--- config.mk ---
export PLATFORM = sky130hd
export DESIGN_NAME = ws2812_pixel_serializer
export DESIGN_NICKNAME = d
export VERILOG_FILES = /design/src/sv/wps_pkg.sv /design/src/sv/ws2812_pixel_serializer.sv
export SDC_FILE = /design/constraint.sdc
export NUM_CORES = 2
export LEC_CHECK = 0
export ABC_AREA = 1
export BUFFER_PORTS_ARGS = -buffer_cell sky130_fd_sc_hd__buf_2
export CAP_MARGIN = 15
export CORE_MARGIN = 2
export CORE_UTILIZATION = 50
export CTS_CLUSTER_SIZE = 16
export DETAILED_ROUTE_END_ITERATION = 8
export PLACE_DENSITY = 0.65
export RECOVER_POWER = 100
export SLEW_MARGIN = 20
export SYNTH_ARGS = -nofsm -noshare
export SYNTH_HDL_FRONTEND = slang
export SYNTH_SLANG_ARGS = --single-unit
--- constraint.sdc ---
create_clock -name clk -period 3.4 [get_ports clk]
set_input_delay 0.17 -clock clk [delete_from_list [all_inputs] [get_ports clk]]
set_output_delay 0.17 -clock clk [all_outputs]
set_load 0.1 [all_outputs]
--- src/sv/wps_pkg.sv ---
// Shared types and constants for the LED pixel serializer.
`timescale 1ns / 1ps

package wps_pkg;

  localparam int PIX_BITS = 24;
  localparam int CFG_W    = 8;
  localparam int CFG_IDXW = 3;

  typedef logic [PIX_BITS-1:0] pixel_t;

  typedef enum logic [1:0] {
    CMD_SET  = 2'd0,
    CMD_SHOW = 2'd1,
    CMD_TICK = 2'd2,
    CMD_NOP  = 2'd3
  } cmd_t;

  localparam logic [CFG_IDXW-1:0] REG_PIXEL_COUNT = 3'd0;
  localparam logic [CFG_IDXW-1:0] REG_PERIOD      = 3'd1;
  localparam logic [CFG_IDXW-1:0] REG_HIGH_ONE    = 3'd2;
  localparam logic [CFG_IDXW-1:0] REG_HIGH_ZERO   = 3'd3;
  localparam logic [CFG_IDXW-1:0] REG_RESET_SLOTS = 3'd4;

  localparam logic [5:0] RST_PIXEL_COUNT = 6'd0;
  localparam logic [7:0] RST_PERIOD      = 8'd105;
  localparam logic [7:0] RST_HIGH_ONE    = 8'd67;
  localparam logic [7:0] RST_HIGH_ZERO   = 8'd34;
  localparam logic [7:0] RST_RESET_SLOTS = 8'd50;

  typedef enum logic [1:0] {
    S_RUN  = 2'b01,
    S_COPY = 2'b10
  } state_t;

endpackage

--- src/sv/ws2812_pixel_serializer.sv ---
// LED pixel serializer: pixel store, frame snapshot and bit-slot line timing.
`timescale 1ns / 1ps

// Usage:
//   Slave stream carries commands: tuser = command (set pixel, show, tick, no-op),
//   tdata = pixel index and red/green/blue. Every request yields exactly one
//   result on the master stream: tdata = line level and busy flag, tlast = frame
//   done (tick ending the last slot, or a show with no pixels and no reset slots).
//   Configuration is a plain write port (cfg_we, cfg_index, cfg_data) for pixel
//   count, slot period, one/zero high times and trailing reset slots; write it
//   only while no frame is in flight.
//   Set-pixel, tick and no-op requests are accepted one per clock while the output
//   register drains. A show that starts a frame copies the pixel store into the
//   send store, one entry per cycle through the pixel store's read port; its
//   result is issued as the last entry is written, and the slave side is held
//   off meanwhile.
//   During a frame the next pixel word is prefetched from the send store.
//   Reset clears the control state, the pixel store valid bits (unwritten
//   pixels read as zero) and restores the register defaults; no clearing pass.
//   If the receiver stalls, the single output register holds its result and
//   s_axis_tready drops until it is taken.
module ws2812_pixel_serializer #(
  parameter int MAX_PIXELS = 32
) (
  input  logic                          clk,
  input  logic                          rst,
  // tdata: pixel_index[4:0], red[12:5], green[20:13], blue[28:21], zero pad
  input  logic [31:0]                   s_axis_tdata,
  // tuser: command[1:0]
  input  logic [1:0]                    s_axis_tuser,
  input  logic                          s_axis_tvalid,
  output logic                          s_axis_tready,
  // tdata: line_level[0], busy_flag[1], zero pad
  output logic [7:0]                    m_axis_tdata,
  // tlast: frame_done
  output logic                          m_axis_tlast,
  output logic                          m_axis_tvalid,
  input  logic                          m_axis_tready,
  input  logic                          cfg_we,
  input  logic [wps_pkg::CFG_IDXW-1:0]  cfg_index,
  input  logic [wps_pkg::CFG_W-1:0]     cfg_data
);
  import wps_pkg::*;

  localparam int AW = (MAX_PIXELS > 1) ? $clog2(MAX_PIXELS) : 1;
  localparam int CW = $clog2(MAX_PIXELS + 1);

  // configuration
  logic [5:0] pixel_count;
  logic [7:0] period_ticks;
  logic [7:0] high_ticks_one;
  logic [7:0] high_ticks_zero;
  logic [7:0] reset_slots;

  // stores
  pixel_t                  pixel_store [MAX_PIXELS];
  pixel_t                  send_store  [MAX_PIXELS];
  logic [MAX_PIXELS-1:0]   ps_valid;
  pixel_t                  ps_rd_data;
  pixel_t                  ss_rd_data;

  // frame state
  state_t        state;
  logic          sending, sending_next;
  logic [7:0]    tick_in_slot, tick_in_slot_next;
  logic [4:0]    bit_in_pixel, bit_in_pixel_next;
  logic [CW-1:0] pixel_position, pixel_position_next;
  logic [7:0]    reset_position, reset_position_next;
  logic          in_reset_phase, in_reset_phase_next;
  logic [CW-1:0] frame_pixels, frame_pixels_next;
  pixel_t        sh_word, sh_word_next;

  // snapshot copy
  logic [CW-1:0] copy_cnt;
  logic [AW-1:0] copy_addr;
  logic          copy_pend;
  logic          copy_vld;
  logic          show_level;
  pixel_t        copy_word;
  logic          copy_issue;
  logic          copy_last;

  // request decode
  logic          in_acc;
  cmd_t          cmd;
  logic [4:0]    pixel_index;
  pixel_t        new_pixel;
  logic [CW-1:0] active_pixels;
  logic          ps_we;
  logic          start_copy;
  logic          line_now;
  logic          level;
  logic          done;
  logic [AW-1:0] ss_rd_addr;

  assign cmd         = cmd_t'(s_axis_tuser);
  assign pixel_index = s_axis_tdata[4:0];
  // packed green, red, blue
  assign new_pixel   = {s_axis_tdata[20:13], s_axis_tdata[12:5], s_axis_tdata[28:21]};

  assign s_axis_tready = (state == S_RUN) && (!m_axis_tvalid || m_axis_tready);
  assign in_acc        = s_axis_tvalid && s_axis_tready;

  always_comb begin
    if (int'(pixel_count) > MAX_PIXELS) begin
      active_pixels = CW'(MAX_PIXELS);
    end else begin
      active_pixels = CW'(pixel_count);
    end
  end

  assign line_now = sending && !in_reset_phase &&
                    (tick_in_slot < (sh_word[PIX_BITS-1] ? high_ticks_one : high_ticks_zero));

  // prefetch the word after the current pixel
  always_comb begin
    if (int'(pixel_position) + 1 < MAX_PIXELS) begin
      ss_rd_addr = AW'(pixel_position + CW'(1));
    end else begin
      ss_rd_addr = AW'(pixel_position);
    end
  end

  assign copy_issue = (state == S_COPY) && (copy_cnt < frame_pixels);
  assign copy_word  = copy_vld ? ps_rd_data : '0;
  assign copy_last  = copy_pend && ((CW'(copy_addr) + CW'(1)) == frame_pixels);

  always_comb begin
    sending_next        = sending;
    tick_in_slot_next   = tick_in_slot;
    bit_in_pixel_next   = bit_in_pixel;
    pixel_position_next = pixel_position;
    reset_position_next = reset_position;
    in_reset_phase_next = in_reset_phase;
    frame_pixels_next   = frame_pixels;
    sh_word_next        = sh_word;
    level               = line_now;
    done                = 1'b0;
    start_copy          = 1'b0;
    ps_we               = 1'b0;
    if (in_acc) begin
      unique case (cmd)
        CMD_SET: begin
          if (int'(pixel_index) < int'(active_pixels)) begin
            ps_we = 1'b1;
          end
        end
        CMD_SHOW: begin
          if (!sending) begin
            frame_pixels_next   = active_pixels;
            tick_in_slot_next   = '0;
            bit_in_pixel_next   = '0;
            pixel_position_next = '0;
            reset_position_next = '0;
            level               = 1'b0;
            if (active_pixels == '0) begin
              if (reset_slots == '0) begin
                in_reset_phase_next = 1'b0;
                done                = 1'b1;
              end else begin
                in_reset_phase_next = 1'b1;
                sending_next        = 1'b1;
              end
            end else begin
              in_reset_phase_next = 1'b0;
              start_copy          = 1'b1;
            end
          end
        end
        CMD_TICK: begin
          if (sending) begin
            if (({1'b0, tick_in_slot} + 9'd1) >= {1'b0, period_ticks}) begin
              tick_in_slot_next = '0;
              if (!in_reset_phase) begin
                if (bit_in_pixel == 5'(PIX_BITS - 1)) begin
                  bit_in_pixel_next   = '0;
                  pixel_position_next = pixel_position + CW'(1);
                  sh_word_next        = ss_rd_data;
                  if (({1'b0, pixel_position} + (CW+1)'(1)) >= {1'b0, frame_pixels}) begin
                    in_reset_phase_next = 1'b1;
                    reset_position_next = '0;
                    done                = (reset_slots == '0);
                  end
                end else begin
                  bit_in_pixel_next = bit_in_pixel + 5'd1;
                  sh_word_next      = {sh_word[PIX_BITS-2:0], 1'b0};
                end
              end else if (({1'b0, reset_position} + 9'd1) >= {1'b0, reset_slots}) begin
                done = 1'b1;
              end else begin
                reset_position_next = reset_position + 8'd1;
              end
              if (done) begin
                sending_next        = 1'b0;
                in_reset_phase_next = 1'b0;
                bit_in_pixel_next   = '0;
                pixel_position_next = '0;
                reset_position_next = '0;
              end
            end else begin
              tick_in_slot_next = tick_in_slot + 8'd1;
            end
          end else begin
            level = 1'b0;
          end
        end
        default: ;
      endcase
    end
  end

  // pixel store port: write on set pixel, read for the snapshot sweep
  always_ff @(posedge clk) begin
    if (ps_we) begin
      pixel_store[AW'(pixel_index)] <= new_pixel;
    end
    ps_rd_data <= pixel_store[copy_cnt[AW-1:0]];
  end

  // send store: written by the sweep, read for the next-pixel prefetch
  always_ff @(posedge clk) begin
    if (copy_pend) begin
      send_store[copy_addr] <= copy_word;
    end
    ss_rd_data <= send_store[ss_rd_addr];
  end

  // configuration registers
  always_ff @(posedge clk) begin
    if (rst) begin
      pixel_count     <= RST_PIXEL_COUNT;
      period_ticks    <= RST_PERIOD;
      high_ticks_one  <= RST_HIGH_ONE;
      high_ticks_zero <= RST_HIGH_ZERO;
      reset_slots     <= RST_RESET_SLOTS;
    end else if (cfg_we) begin
      unique case (cfg_index)
        REG_PIXEL_COUNT: pixel_count     <= cfg_data[5:0];
        REG_PERIOD:      period_ticks    <= cfg_data;
        REG_HIGH_ONE:    high_ticks_one  <= cfg_data;
        REG_HIGH_ZERO:   high_ticks_zero <= cfg_data;
        REG_RESET_SLOTS: reset_slots     <= cfg_data;
        default: ;
      endcase
    end
  end

  // word kept in the shift register across the sweep
  always_ff @(posedge clk) begin
    if (state == S_COPY) begin
      if (copy_pend && (copy_addr == '0)) begin
        sh_word    <= copy_word;
        show_level <= ((copy_word[PIX_BITS-1] ? high_ticks_one : high_ticks_zero) != '0);
      end
    end else begin
      sh_word <= sh_word_next;
    end
    if (copy_issue) begin
      copy_addr <= copy_cnt[AW-1:0];
      copy_vld  <= ps_valid[copy_cnt[AW-1:0]];
    end
  end

  always_ff @(posedge clk) begin
    if (rst) begin
      state          <= S_RUN;
      ps_valid       <= '0;
      sending        <= 1'b0;
      tick_in_slot   <= '0;
      bit_in_pixel   <= '0;
      pixel_position <= '0;
      reset_position <= '0;
      in_reset_phase <= 1'b0;
      frame_pixels   <= '0;
      copy_cnt       <= '0;
      copy_pend      <= 1'b0;
      m_axis_tvalid  <= 1'b0;
      m_axis_tdata   <= '0;
      m_axis_tlast   <= 1'b0;
    end else begin
      if (ps_we) begin
        ps_valid[AW'(pixel_index)] <= 1'b1;
      end
      sending        <= sending_next;
      tick_in_slot   <= tick_in_slot_next;
      bit_in_pixel   <= bit_in_pixel_next;
      pixel_position <= pixel_position_next;
      reset_position <= reset_position_next;
      in_reset_phase <= in_reset_phase_next;
      frame_pixels   <= frame_pixels_next;

      if (m_axis_tready) begin
        m_axis_tvalid <= 1'b0;
      end

      unique case (state)
        S_RUN: begin
          if (start_copy) begin
            state     <= S_COPY;
            copy_cnt  <= '0;
            copy_pend <= 1'b0;
          end else if (in_acc) begin
            m_axis_tvalid <= 1'b1;
            m_axis_tdata  <= {6'd0, sending_next, level};
            m_axis_tlast  <= done;
          end
        end
        S_COPY: begin
          copy_pend <= copy_issue;
          if (copy_issue) begin
            copy_cnt <= copy_cnt + CW'(1);
          end
          if (copy_last) begin
            state         <= S_RUN;
            sending       <= 1'b1;
            copy_pend     <= 1'b0;
            m_axis_tvalid <= 1'b1;
            m_axis_tdata  <= {6'd0, 1'b1, show_level_now()};
            m_axis_tlast  <= 1'b0;
          end
        end
        default: state <= S_RUN;
      endcase
    end
  end

  // level of the first slot; forwarded when pixel 0 is written in the last cycle
  function automatic logic show_level_now();
    if (copy_addr == '0) begin
      return ((copy_word[PIX_BITS-1] ? high_ticks_one : high_ticks_zero) != '0);
    end
    return show_level;
  endfunction

endmodule

==> reports/qor.csv <==
stage;metric;value;unit
grt;grtUsageTotal;26.7;%
floorplan;num_rows;140;
setup_path;path_max_fanout;17;
sta;rsz0062_at_grt;false;
floorplan;die_area;150000;sq um
hold_path;min_path_type;in -> reg;
floorplan;start_util;50.3;%
clock_tree;clockRootBuffer;clkbuf_16;
sta;drv_slew;165;
clock_tree;path_clk_slew;60;ps
status;violations;capacitance limit, slew limit;
drt;viasPerCell;5.73;
synth;netlist_instances;6652;
clock_tree;cts_max_level;4;
drt;ant_nets;0;
setup_path;criticalPathCategory;reg -> reg;
synth;synthDistinctLibCells;51;
placed_design;place_hpwl;117000;um
setup_path;cp.arrival;3740;ps
status;outcome;finished with violations;
synth;synth_top_area_cell;edfxtp_1;
floorplan;io_pins;61;
synth;synth.avg_cell_area;11.0;sq um
grt;grt_overflow_total;0;
clock_tree;numCtsBuffers;177;
clock_tree;cts_sinks;1733;
sta;finalHoldViolCount;0;
power_and_ir_drop;p_leak;0.0318;uW
sta;layout_setup_ws;52.0;ps
synth;synthTopCellsByCount;1567 x edfxtp_1, 974 x nand2_1, 958 x nand3_1;
synth;seq_area_frac_synth;68.7;%
setup_path;endpoint_kind;flip-flop;
sta;fin_skew;46.3;ps
drt;drt_iter0_markers;5678;
synth;synth_edf_count;1567;
power_and_ir_drop;power;47500;uW
clock_tree;cts_tree;yes;
clock_tree;clkLatencyLatePin;830;ps
floorplan;die_w;387;um
power_and_ir_drop;p_per_area;576;nW/um^2
placed_design;dp_cells;8461;
sta;finalSetupViolCount;0;
sta;max_freq;299;MHz
cells_and_area;final_cell_count_no_fill;8845;
cells_and_area;syn_to_final_growth;12.4;%
synth;yosysWarnings;0;
drt;drc;0;
synth;yosys-top-cells-area;edfxtp_1 64%, nand3_1 6.5%, nand2_1 5.0%;
grt;antenna_found_initial;8;
sta;tightest_slew;1800;ps
setup_path;critPathLaunchType;flip-flop;
sta;tns;0;ps
drt;vias;50726;
sta;post-route-min-period;3350;ps
flow_run;max-cap-violations;5;
drt;drt-wirelength-per-cell;23.0;um
synth;syn_area;73300;sq um
synth;synth.top_cell.area_share;64.2;%
grt;grt_pass1_vias;48195;
cells_and_area;n_fill_cell;11891;
floorplan;die_y;387;um
drt;wl;203000;um
setup_path;critPathRequiredTime;3800;ps
placed_design;dp_slack;301;ps
cells_and_area;drive_above_1_share;7.24;%
synth;synth-main-ff-cell;edfxtp_1;
drt;first_pass_iters;6;
grt;grt_pass1_wl;302000;um
floorplan;core_area;146000;sq um
cells_and_area;layout.nets;6880;
clock_tree;clockBufferDepth;3;
sta;slew_headroom;-20.3;%
synth;async_reset_ff_share;0;%
grt;grt_max_degree;118;
power_and_ir_drop;ir_drop;0.521;mV
placed_design;io_buffers;51;
placed_design;gp_congestion;0.887;
sta;period_share;98.5;%
synth;ys_seq_elements;1733;
synth;yosysMostFrequentCell;edfxtp_1;
[final cells by class]
type	count	area, sq um	area share [%]
Timing Repair Buffer	332	2610	3.17
Clock buffer	245	4860	5.90
Clock inverter	79	773	0.938
Multi-Input combinational cell	3622	17900	21.7
Sequential cell	1733	50400	61.2
Tap cell	1917	2400	2.91
Inverter	912	3440	4.18
Antenna cell	5	12.5	0.0152
[through the flow]
stage	instance area, sq um	hold slack (ps)	util [%]
global route	82400	125	56.6
finish	82400	88.1	56.6
global placement	76800	438	52.8
CTS	83000	34.6	57.0
detailed placement	76800	442	52.8
floorplan	73300	269	-
[placed cells by master, fill, tap and decap left out, types with 10 or more instances in the layout]
master / count
o21a_1: 14
clkbuf_16: 184
buf_4: 64
nand2_1: 973
nand3b_1: 98
edfxtp_1: 1567
o21ai_0: 468
clkbuf_2: 73
a21oi_1: 110
buf_12: 38
dlygate4sd3_1: 53
nor2_4: 10
clkinv_2: 15
o211ai_1: 25
o21ai_1: 16
dfxtp_1: 163
inv_1: 898
ha_1: 51
xor2_1: 16
nor3_1: 12
o221ai_1: 82
clkbuf_1: 127
nand4_1: 43
buf_2: 19
nor2_1: 536
clkinv_1: 42
clkbuf_4: 15
nor2_2: 15
a22oi_1: 24
nand3_1: 960
bufinv_16: 10
o22ai_1: 114
[critical path, stage by stage, from the launching register on]
cell	delay (ps)
edfxtp_1	490
inv_1	130
ha_1	140
nand2_1	270
nor2_1	820
clkbuf_1	1060
[path summary, 6_finish.rpt]
check | start | to | slack (ps) | cells after the start
setup / recovery | copy_addr[0] | send_store[22][12] | 50 | 5
hold / removal | s_axis_tuser[1] | sending | 90 | 8
setup reg to reg | copy_addr[0] | send_store[22][12] | 50 | 5
hold reg to reg | ps_valid[24] | ps_valid[24] | 450 | 2
[state kept, by name, indices dropped and copies added (netlist names), 24 cells and up]
name,count
sh_word,24
ps_rd_data,24
pixel_store,768
ss_rd_data,24
ps_valid,32
send_store,768
[per-layer routing]
metal / track usage, % / share of wire (%) / routed length [um] / up-vias
met1: 36.3 / 40 / 81600 / 24651
met4: 11.6 / 4.4 / 8920 / 6
met5: 0 / 0.021 / 42 / -
met2: 42.6 / 46 / 94200 / 2478
met3: 4.39 / 9.0 / 18300 / 419
li1: - / - / - / 23172
[cells by family (layout without fill, tap and decap cells)]
family / Yosys count / after routing / share of synthesized area (%)
XOR/XNOR: 21 / 21 / 0.251
flip-flops: 1733 / 1733 / 68.7
AO/OA/AOI/OAI: 872 / 872 / 6.87
other: 1 / 11 / 0.00512
buffers and inverters: 1302 / 1568 / 7.05
AND/OR/NAND/NOR: 2671 / 2671 / 16.2
adder cells (fa/ha/maj): 52 / 52 / 0.888
[report_power, final]
group / internal (uW) / total, uW / switching [uW]
combinational: 1390 / 4940 / 3540
sequential: 23400 / 23600 / 130
clock: 10800 / 19000 / 8190
total: 35600 / 47500 / 11900
[timing repair]
| item | CTS | global route |
|---|---|---|
| setup endpoints to repair | 0 | 19 |
| resized for setup | 0 | 3 |
| buffers inserted | 0 | 2 |
| endpoints found under the hold margin | 834 | 0 |
| hold buffers | 53 | 0 |
Note: power is estimated with default switching activity, not from simulation.
